### src/rtl/wrpq_pkg.sv
package wrpq_pkg;

  typedef enum logic [1:0] {
    ST_OK    = 2'd0,
    ST_EMPTY = 2'd1,
    ST_FULL  = 2'd2
  } status_e;

  typedef enum logic [0:0] {
    ACT_INSERT = 1'b0,
    ACT_POP    = 1'b1
  } action_e;

  typedef enum logic [2:0] {
    S_IDLE,
    S_MUL,
    S_SCAN,
    S_MOVE,
    S_DONE
  } state_e;

endpackage

### src/rtl/wrpq_if.sv
interface wrpq_req_if #(
  parameter int WEIGHT_BITS = 16,
  parameter int VALUE_BITS  = 32,
  parameter int DRAW_BITS   = 16
);
  logic                   valid;
  logic                   ready;
  logic                   action;
  logic [WEIGHT_BITS-1:0] weight;
  logic [VALUE_BITS-1:0]  item_value;
  logic [DRAW_BITS-1:0]   random_draw;

  modport source (output valid, action, weight, item_value, random_draw, input ready);
  modport sink   (input valid, action, weight, item_value, random_draw, output ready);
endinterface

interface wrpq_rsp_if #(
  parameter int VALUE_BITS = 32,
  parameter int CNT_BITS   = 5
);
  logic                  valid;
  logic                  ready;
  wrpq_pkg::status_e     status;
  logic [VALUE_BITS-1:0] popped_value;
  logic [CNT_BITS-1:0]   entry_count;
  logic                  is_empty;

  modport source (output valid, status, popped_value, entry_count, is_empty, input ready);
  modport sink   (input valid, status, popped_value, entry_count, is_empty, output ready);
endinterface

### src/rtl/wrpq_mul.sv
module wrpq_mul #(
  parameter int A_BITS = 20,
  parameter int B_BITS = 16
) (
  input  logic                     clk_i,
  input  logic                     rst_ni,
  input  logic                     start_i,
  input  logic [A_BITS-1:0]        a_i,
  input  logic [B_BITS-1:0]        b_i,
  output logic                     done_o,
  output logic [A_BITS+B_BITS-1:0] prod_o
);
  import wrpq_pkg::*;

  localparam int CntW = (B_BITS > 1) ? $clog2(B_BITS) : 1;

  logic                     run_q, done_q;
  logic [CntW-1:0]          cnt_q;
  logic [A_BITS-1:0]        a_q;
  logic [B_BITS-1:0]        b_q;
  logic [A_BITS+B_BITS-1:0] acc_q;

  // Shift-and-add, most significant multiplier bit first, one bit per cycle.
  always_ff @(posedge clk_i or negedge rst_ni) begin
    if (!rst_ni) begin
      run_q  <= 1'b0;
      done_q <= 1'b0;
      cnt_q  <= '0;
    end else begin
      done_q <= run_q && (cnt_q == '0);
      if (start_i) begin
        run_q <= 1'b1;
        cnt_q <= CntW'(B_BITS - 1);
      end else if (run_q) begin
        if (cnt_q == '0) begin
          run_q <= 1'b0;
        end
        cnt_q <= cnt_q - 1'b1;
      end
    end
  end

  always_ff @(posedge clk_i) begin
    if (start_i) begin
      a_q   <= a_i;
      b_q   <= b_i;
      acc_q <= '0;
    end else if (run_q) begin
      acc_q <= (acc_q << 1) + (b_q[B_BITS-1] ? (A_BITS+B_BITS)'(a_q) : '0);
      b_q   <= b_q << 1;
    end
  end

  assign done_o = done_q;
  assign prod_o = acc_q;

endmodule

### src/rtl/weighted_random_pick_queue_core.sv
// Insert, pop on an empty table and insert on a full table go straight to the done state; the
// result is loaded into the output register once it is free. Pop: the serial multiply (one
// draw bit per cycle), the scan up to the chosen slot and the move of the last slot come first.
// One request is in flight at a time; the next is accepted at the edge after the result is
// loaded into the output register, even while that result waits.
// Reset clears occupancy, the weight total and all control state; slot memory is not cleared.
module weighted_random_pick_queue_core #(
  parameter int DEPTH       = 16,
  parameter int VALUE_BITS  = 32,
  parameter int WEIGHT_BITS = 16,
  parameter int DRAW_BITS   = 16
) (
  input  logic       clk_i,
  input  logic       rst_ni,
  wrpq_req_if.sink   req_i,
  wrpq_rsp_if.source rsp_o
);
  import wrpq_pkg::*;

  localparam int IdxW  = $clog2(DEPTH);
  localparam int CntW  = $clog2(DEPTH + 1);
  localparam int TotW  = WEIGHT_BITS + IdxW;
  localparam int SlotW = VALUE_BITS + WEIGHT_BITS;

  // Slot memory: each word holds {value, weight}, one synchronous read port.
  logic [SlotW-1:0] slot_mem [DEPTH];
  logic [SlotW-1:0] rd_data_q;
  logic             mem_we;
  logic [IdxW-1:0]  mem_waddr, mem_raddr;
  logic [SlotW-1:0] mem_wdata;

  always_ff @(posedge clk_i) begin
    if (mem_we) begin
      slot_mem[mem_waddr] <= mem_wdata;
    end
    rd_data_q <= slot_mem[mem_raddr];
  end

  state_e           state_q, state_d;
  logic [CntW-1:0]  occ_q;
  logic [TotW-1:0]  total_q;
  logic [TotW-1:0]  run_q;
  logic [IdxW-1:0]  dat_idx_q, pick_idx_q, last_idx;
  logic [VALUE_BITS-1:0]  pick_val_q;
  logic [WEIGHT_BITS-1:0] pick_w_q;
  status_e          res_status_q;
  logic [VALUE_BITS-1:0]  res_popped_q;
  logic             out_valid_q;
  status_e          out_status_q;
  logic [VALUE_BITS-1:0]  out_popped_q;
  logic [CntW-1:0]  out_count_q;

  logic             in_fire, is_full, is_empty_now, out_free;
  logic             mul_start, mul_done;
  logic [TotW+DRAW_BITS-1:0] mul_prod;
  logic [TotW-1:0]  target, run_sum;
  logic [VALUE_BITS-1:0]  rd_value;
  logic [WEIGHT_BITS-1:0] rd_weight;
  logic             scan_hit;

  assign req_i.ready  = (state_q == S_IDLE);
  assign in_fire      = req_i.valid && req_i.ready;
  assign is_full      = (occ_q == CntW'(DEPTH));
  assign is_empty_now = (occ_q == '0);
  assign out_free     = !out_valid_q || rsp_o.ready;
  assign last_idx     = IdxW'(occ_q - CntW'(1));

  // target = floor(total * draw / 2^DRAW_BITS)
  wrpq_mul #(
    .A_BITS (TotW),
    .B_BITS (DRAW_BITS)
  ) u_mul (
    .clk_i   (clk_i),
    .rst_ni  (rst_ni),
    .start_i (mul_start),
    .a_i     (total_q),
    .b_i     (req_i.random_draw),
    .done_o  (mul_done),
    .prod_o  (mul_prod)
  );

  assign target    = mul_prod[DRAW_BITS +: TotW];
  assign rd_weight = rd_data_q[WEIGHT_BITS-1:0];
  assign rd_value  = rd_data_q[SlotW-1:WEIGHT_BITS];
  assign run_sum   = run_q + TotW'(rd_weight);
  // A zero total takes slot 0; the last held slot always ends the scan.
  assign scan_hit  = (run_sum > target) || (total_q == '0) || (dat_idx_q == last_idx);

  // Next state.
  always_comb begin
    state_d = state_q;
    unique case (state_q)
      S_IDLE: begin
        if (in_fire) begin
          if (action_e'(req_i.action) == ACT_POP && !is_empty_now) begin
            state_d = S_MUL;
          end else begin
            state_d = S_DONE;
          end
        end
      end
      S_MUL: begin
        if (mul_done) begin
          state_d = S_SCAN;
        end
      end
      S_SCAN: begin
        if (scan_hit) begin
          state_d = S_MOVE;
        end
      end
      S_MOVE: state_d = S_DONE;
      S_DONE: begin
        if (out_free) begin
          state_d = S_IDLE;
        end
      end
      default: state_d = S_IDLE;
    endcase
  end

  // Memory and unit control.
  always_comb begin
    mem_we      = 1'b0;
    mem_waddr   = occ_q[IdxW-1:0];
    mem_wdata   = {req_i.item_value, req_i.weight};
    mem_raddr   = '0;
    mul_start   = 1'b0;
    unique case (state_q)
      S_IDLE: begin
        if (in_fire && action_e'(req_i.action) == ACT_INSERT && !is_full) begin
          mem_we = 1'b1;
        end
        if (in_fire && action_e'(req_i.action) == ACT_POP && !is_empty_now) begin
          mul_start = 1'b1;
        end
      end
      S_MUL: mem_raddr = '0;
      S_SCAN: begin
        // On a hit, fetch the last slot so it can fill the gap.
        mem_raddr = scan_hit ? last_idx : dat_idx_q + 1'b1;
      end
      S_MOVE: begin
        mem_we    = 1'b1;
        mem_waddr = pick_idx_q;
        mem_wdata = rd_data_q;
      end
      S_DONE: mem_raddr = '0;
      default: mem_raddr = '0;
    endcase
  end

  always_ff @(posedge clk_i or negedge rst_ni) begin
    if (!rst_ni) begin
      state_q     <= S_IDLE;
      occ_q       <= '0;
      total_q     <= '0;
      out_valid_q <= 1'b0;
    end else begin
      state_q <= state_d;
      if (state_q == S_IDLE && in_fire && action_e'(req_i.action) == ACT_INSERT && !is_full) begin
        occ_q   <= occ_q + 1'b1;
        total_q <= total_q + TotW'(req_i.weight);
      end else if (state_q == S_MOVE) begin
        occ_q   <= occ_q - 1'b1;
        total_q <= total_q - TotW'(pick_w_q);
      end
      if (state_q == S_DONE && out_free) begin
        out_valid_q <= 1'b1;
      end else if (rsp_o.ready) begin
        out_valid_q <= 1'b0;
      end
    end
  end

  always_ff @(posedge clk_i) begin
    if (state_q == S_IDLE && in_fire) begin
      res_popped_q <= '0;
      if (action_e'(req_i.action) == ACT_INSERT) begin
        res_status_q <= is_full ? ST_FULL : ST_OK;
      end else begin
        res_status_q <= is_empty_now ? ST_EMPTY : ST_OK;
      end
    end
    if (state_q == S_MUL && mul_done) begin
      run_q     <= '0;
      dat_idx_q <= '0;
    end
    if (state_q == S_SCAN) begin
      run_q     <= run_sum;
      dat_idx_q <= dat_idx_q + 1'b1;
      if (scan_hit) begin
        pick_idx_q <= dat_idx_q;
        pick_val_q <= rd_value;
        pick_w_q   <= rd_weight;
      end
    end
    if (state_q == S_MOVE) begin
      res_popped_q <= pick_val_q;
    end
    if (state_q == S_DONE && out_free) begin
      out_status_q <= res_status_q;
      out_popped_q <= res_popped_q;
      out_count_q  <= occ_q;
    end
  end

  assign rsp_o.valid        = out_valid_q;
  assign rsp_o.status       = out_status_q;
  assign rsp_o.popped_value = out_popped_q;
  assign rsp_o.entry_count  = out_count_q;
  assign rsp_o.is_empty     = (out_count_q == '0);

`ifndef SYNTHESIS
  a_occ_bound : assert property (@(posedge clk_i) disable iff (!rst_ni)
    occ_q <= CntW'(DEPTH))
    else $error("occupancy above depth");

  a_mul_in_mul : assert property (@(posedge clk_i) disable iff (!rst_ni)
    mul_done |-> state_q == S_MUL)
    else $error("multiplier finished outside the multiply phase");

  a_scan_nonempty : assert property (@(posedge clk_i) disable iff (!rst_ni)
    (state_q == S_SCAN || state_q == S_MOVE) |-> occ_q != '0)
    else $error("scan on an empty table");

  a_pick_in_range : assert property (@(posedge clk_i) disable iff (!rst_ni)
    state_q == S_MOVE |-> CntW'(pick_idx_q) < occ_q)
    else $error("picked slot beyond occupancy");

  a_occ_step : assert property (@(posedge clk_i) disable iff (!rst_ni)
    1'b1 |=> (occ_q == $past(occ_q) || occ_q == $past(occ_q) + 1'b1
              || occ_q + 1'b1 == $past(occ_q)))
    else $error("occupancy moved by more than one");
`endif

endmodule
### src/flat_wrapper.sv
// flat-port wrapper written by rule: the top's interface ports become plain ports
module weighted_random_pick_queue_core_flat import wrpq_pkg::*;
#(
  parameter int DEPTH       = 16,
  parameter int VALUE_BITS  = 32,
  parameter int WEIGHT_BITS = 16,
  parameter int DRAW_BITS   = 16
)
  (clk_i, rst_ni, req_i_valid, req_i_action, req_i_weight, req_i_item_value, req_i_random_draw, req_i_ready, rsp_o_valid, rsp_o_status, rsp_o_popped_value, rsp_o_entry_count, rsp_o_is_empty, rsp_o_ready);
  wrpq_req_if #(.WEIGHT_BITS(WEIGHT_BITS), .VALUE_BITS(VALUE_BITS), .DRAW_BITS(DRAW_BITS)) req_i_i ();
  wrpq_rsp_if #(.VALUE_BITS(VALUE_BITS)) rsp_o_i ();
  input  logic clk_i;
  input  logic rst_ni;
  input wire logic [$bits(req_i_i.valid)-1:0] req_i_valid;
  input wire logic [$bits(req_i_i.action)-1:0] req_i_action;
  input wire logic [$bits(req_i_i.weight)-1:0] req_i_weight;
  input wire logic [$bits(req_i_i.item_value)-1:0] req_i_item_value;
  input wire logic [$bits(req_i_i.random_draw)-1:0] req_i_random_draw;
  output wire logic [$bits(req_i_i.ready)-1:0] req_i_ready;
  output wire logic [$bits(rsp_o_i.valid)-1:0] rsp_o_valid;
  output wire logic [$bits(rsp_o_i.status)-1:0] rsp_o_status;
  output wire logic [$bits(rsp_o_i.popped_value)-1:0] rsp_o_popped_value;
  output wire logic [$bits(rsp_o_i.entry_count)-1:0] rsp_o_entry_count;
  output wire logic [$bits(rsp_o_i.is_empty)-1:0] rsp_o_is_empty;
  input wire logic [$bits(rsp_o_i.ready)-1:0] rsp_o_ready;
  assign req_i_i.valid = req_i_valid;
  assign req_i_i.action = req_i_action;
  assign req_i_i.weight = req_i_weight;
  assign req_i_i.item_value = req_i_item_value;
  assign req_i_i.random_draw = req_i_random_draw;
  assign req_i_ready = req_i_i.ready;
  assign rsp_o_valid = rsp_o_i.valid;
  assign rsp_o_status = rsp_o_i.status;
  assign rsp_o_popped_value = rsp_o_i.popped_value;
  assign rsp_o_entry_count = rsp_o_i.entry_count;
  assign rsp_o_is_empty = rsp_o_i.is_empty;
  assign rsp_o_i.ready = rsp_o_ready;
  weighted_random_pick_queue_core #(.DEPTH(DEPTH), .VALUE_BITS(VALUE_BITS), .WEIGHT_BITS(WEIGHT_BITS), .DRAW_BITS(DRAW_BITS)) u_core (.clk_i(clk_i), .rst_ni(rst_ni), .req_i(req_i_i), .rsp_o(rsp_o_i));
endmodule
### config.mk
export PLATFORM = sky130hd
export DESIGN_NAME = weighted_random_pick_queue_core_flat
export DESIGN_NICKNAME = d
export VERILOG_FILES = /design/src/rtl/wrpq_pkg.sv /design/src/rtl/wrpq_if.sv /design/src/rtl/wrpq_mul.sv /design/src/rtl/weighted_random_pick_queue_core.sv /design/src/flat_wrapper.sv
export SDC_FILE = /design/constraint.sdc
export NUM_CORES = 1
export LEC_CHECK = 0
export ABC_AREA = 1
export ABC_CLOCK_PERIOD_IN_PS = 5600
export BUFFER_PORTS_ARGS = -buffer_cell sky130_fd_sc_hd__clkbuf_2
export CORE_ASPECT_RATIO = 1.75
export CORE_MARGIN = 8
export CORE_UTILIZATION = 40
export DETAILED_ROUTE_END_ITERATION = 8
export GPL_ROUTABILITY_DRIVEN = 0
export MAX_ROUTING_LAYER = met4
export PLACE_DENSITY = 0.67
export REMOVE_ABC_BUFFERS = 1
export SETUP_SLACK_MARGIN = 0.05
export SLEW_MARGIN = 15
export SYNTH_ARGS = -nofsm -noshare
export SYNTH_HDL_FRONTEND = slang
export SYNTH_HIERARCHICAL = 1
export SYNTH_SLANG_ARGS = --single-unit
### constraint.sdc
create_clock -name clk_i -period 5.6 [get_ports clk_i]
set_input_delay 0.56 -clock clk_i [delete_from_list [all_inputs] [get_ports clk_i]]
set_output_delay 0.56 -clock clk_i [all_outputs]
set_load 0.02 [all_outputs]
==> metrics.md <==
| Metric | Value |
|---|---|
| # port buffers | `110` |
| FF/Latch Area | `31,200 um2` |
| Worst min path class | `in -> async` |
| Synthesized flop and latch total | `1,072` |
| Max incr delay on CP | `0.41 ns` |
| Worst path arrival time | `5.73 ns` |
| Max VDD drop | `0.000257 V` |
| Synth top area share | `58.0%` |
| Max-cap check violation count | `0` |
| CTS clock-pin slew for the worst setup and hold paths | `0.07 ns` |
| Clock power share | `44.3%` |
| Worst path required time | `6.20 ns` |
| Crit end category | `flop` |
| Share of total power in sequential cells | `54.8%` |
| Clock sinks | `1,072` |
| Antenna viol nets, final | `0` |
| P&R area growth vs syn | `12.8%` |
| Share of post-route cells with drive strength above 1 | `8.61%` |
| Area of the core | `123,000 um2` |
| Area of the multi-input gates | `13,600 um2` |
| Cts hold-fix bufs | `0` |
| R2R Setup Slk | `0.47 ns` |
| Initial antenna violation count | `1` |
| DRC Markers | `0` |
| Actual slew at the worst max-slew pin | `1.08 ns` |
| Synth top cells by count | `nand2_1, inv_1, edfxtp_1` |
| All-Layer GR Usage | `20.0%` |
| EDFF count, synth | `953` |
| Ys Warns | `6` |
| Leak | `0.0235 uW` |
| Net Switching | `3150 uW` |
| Die Wd | `281 um` |
| Final hold viol count | `19` |
| Row count | `170` |
| Die area | `135,000 um2` |
| Sw Share | `19.9%` |
| Dominant synthesized flop cell | `edfxtp_1` |
| Register area share after synthesis | `63.2%` |
| Largest net degree at the start of global routing | `98` |
| Async S/R FF share, synth | `3.26%` |
| Worst path slowest cell | `fa_1` |
| Worst skew pair latency | `0.72 ns` |
| Crit path to | `u_core/rd_data_q[37]` |
| Yosys cell types | `55` |
| Routed WL per cell | `19.5 um` |
| Hold_ws | `-0.0197 ns` |
| Worst r2r path cells | `27` |
| Num CTS Buffers | `97` |
| Final setup viols | `0` |
| Drt total wl | `133,000 um` |
| Post-DP Area | `52,300 um2` |
| Slew margin rel. | `27.8%` |
| Vias/cell | `5.14` |
| Final min period | `5.13 ns` |
| Cell mode on critical path | `nand2_1` |
| Fill count | `11.4k` |
| CTS tree | `done` |
| Vias in the first global route | `34.6k` |
| Area leader, netlist | `edfxtp_1` |
| FF-to-FF End | `u_core/rd_data_q[37]` |
| Count leader, synth | `nand2_1` |
| DRT iter0 DRCs | `2,829` |
| Initial Util | `40.2%` |
| Worst setup path startpoint | `u_core/run_q[0]` |
| Cell count after synthesis | `5,013` |
| Achievable frequency | `195 MHz` |
| Slew Limit Fails | `0` |
| Design Area, Final | `55,600 um2` |
| Clock buffer depth | `3` |
| RSZ-0062 raised after global routing | `false` |
| I/O Pins | `111` |
| Global-route wire length before repair | `203,000 um` |
| Worst-path fanout max | `74` |
| Root Driver | `clkbuf_16` |
| Worst setup SP type | `flop` |
| GRT Residual Overflow | `0` |
| Drt pass-1 iters | `7` |
| Vias post-DR | `35.1k` |
| Pint | `12,700 uW` |
| Clock H-tree levels | `3` |
| Post-CTS setup buffers | `0` |
| Post-Syn Area | `49,300 um2` |
| Combinational power share | `0.8%` |
| Worst r2r src | `u_core/run_q[0]` |
| Synthesized area per cell | `9.83 um2` |
| Status | `complete, but fails checks` |
| Ranking of synthesized cells by area | `edfxtp_1, nand2_1, nand3_1` |
| Final period util | `91.6%` |
| Vert. Die Dim | `480 um` |
| CP Class | `reg -> reg` |
| Final net count | `5,249` |
| Violated checks | `negative hold slack` |
| Clk_skew | `0.0172 ns` |
| Dpl hpwl | `78,400 um` |
| P per Cell Area | `284 nW/um2` |
-- worst max-delay path, delay by kind of cell (launching register included) --
kind,cells,cell delay [ns]
AND/OR/NAND/NOR,16,1.80
flip-flops,1,0.37
AO/OA/AOI/OAI,4,0.89
XOR/XNOR,1,0.19
buffers and inverters,3,0.73
adder cells (fa/ha/maj),3,0.92
-- how the worst min path moves through the flow --
stage                       startpoint                             to  slack [ns]
6_report                        rst_ni              u_core/total_q[8]       -0.02
5_1_grt                         rst_ni              u_core/total_q[0]        0.06
4_1_cts                         rst_ni              u_core/total_q[1]        0.01
3_5_place_dp   u_core/res_popped_q[19]  u_core/rsp_o.popped_value[19]        0.41
3_3_place_gp   u_core/res_popped_q[19]  u_core/rsp_o.popped_value[19]        0.40
2_1_floorplan                   rst_ni                u_core/occ_q[0]        0.26
-- per-layer routing --
layer	share of wire, %	track usage, %
met1	38	22.5
met2	51	35.0
met3	6.6	2.68
met4	4.7	9.75
met5	0	-
-- metrics by stage --
step	setup WS (ns)	util (%)	TNS (ns)	power (uW)	instances
final	0.468	45.4	0	15800	6816
after CTS	0.370	45.4	0	15900	6815
after global placement	0.520	42.7	0	8970	6633
after global routing	0.0507	45.4	0	16200	6816
after floorplan	-9.41	-	-3533.72	8890	4785
after detailed placement	0.396	42.7	0	8970	6633
-- layout by cell type, fill, tap and decap left out, types with 7 or more instances in the layout --
master / count
a21oi_1: 85
buf_12: 32
bufinv_16: 12
nand4_1: 57
dfrtp_1: 35
clkbuf_2: 109
or2_2: 10
nor2_4: 16
nand2_1: 1141
clkbuf_1: 18
nand3b_1: 96
inv_1: 957
buf_4: 69
clkinv_1: 9
clkbuf_16: 101
a31oi_1: 8
edfxtp_1: 953
ha_1: 79
o21ai_0: 69
clkinv_2: 17
nand3_1: 856
inv_2: 9
inv_6: 8
nor3_2: 9
dfxtp_1: 84
clkinvlp_4: 7
nor3_1: 12
xnor2_1: 19
nand2_2: 10
xor2_1: 32
nor2_1: 172
-- final cells by class --
cell class	instances	share of cell area, %
tap	1634	3.68
clock buffer	125	4.81
antenna	1	0.00450
inverter	970	6.56
timing repair buffer	214	3.16
multi-input combinational	2743	24.5
sequential	1072	56.1
clock inverter	57	1.20
-- power groups by stage --
stage               clock [uW]  sequential (uW)  combinational, uW
detailed placement           0             8840                130
CTS                       7150             8670                131
global route              7410             8660                145
finish                    7010             8670                129
floorplan                    0             8840               52.9
global placement             0             8840                126
-- cells by family after synthesis --
kind of cell,Yosys count,synth area share [%]
flip-flops,1072,63.2
adder cells (fa/ha/maj),82,2.13
buffers and inverters,1198,9.50
AND/OR/NAND/NOR,2406,21.9
AO/OA/AOI/OAI,204,2.33
XOR/XNOR,51,0.906
-- registers in the layout, summed over array words and instances, names as in the netlist, 3 cells and up --
register / flops
u_core/res_popped_q: 32
u_core/u_mul/b_q: 16
u_core/u_mul/prod_o: 36
u_core/rsp_o.entry_count: 5
u_core/u_mul/a_q: 20
u_core/pick_w_q: 16
u_core/pick_idx_q: 4
u_core/state_q: 3
u_core/u_mul/cnt_q: 4
u_core/rd_data_q: 48
u_core/slot_mem: 768
u_core/run_q: 20
u_core/pick_val_q: 32
u_core/occ_q: 5
u_core/rsp_o.popped_value: 32
u_core/dat_idx_q: 4
u_core/total_q: 20
-- timing repair --
action | CTS | global route
gates resized for setup | 0 | 4
hold endpoints to repair | 0 | 0
setup endpoints to repair | 0 | 40
Note: power is estimated with default switching activity, not from simulation.
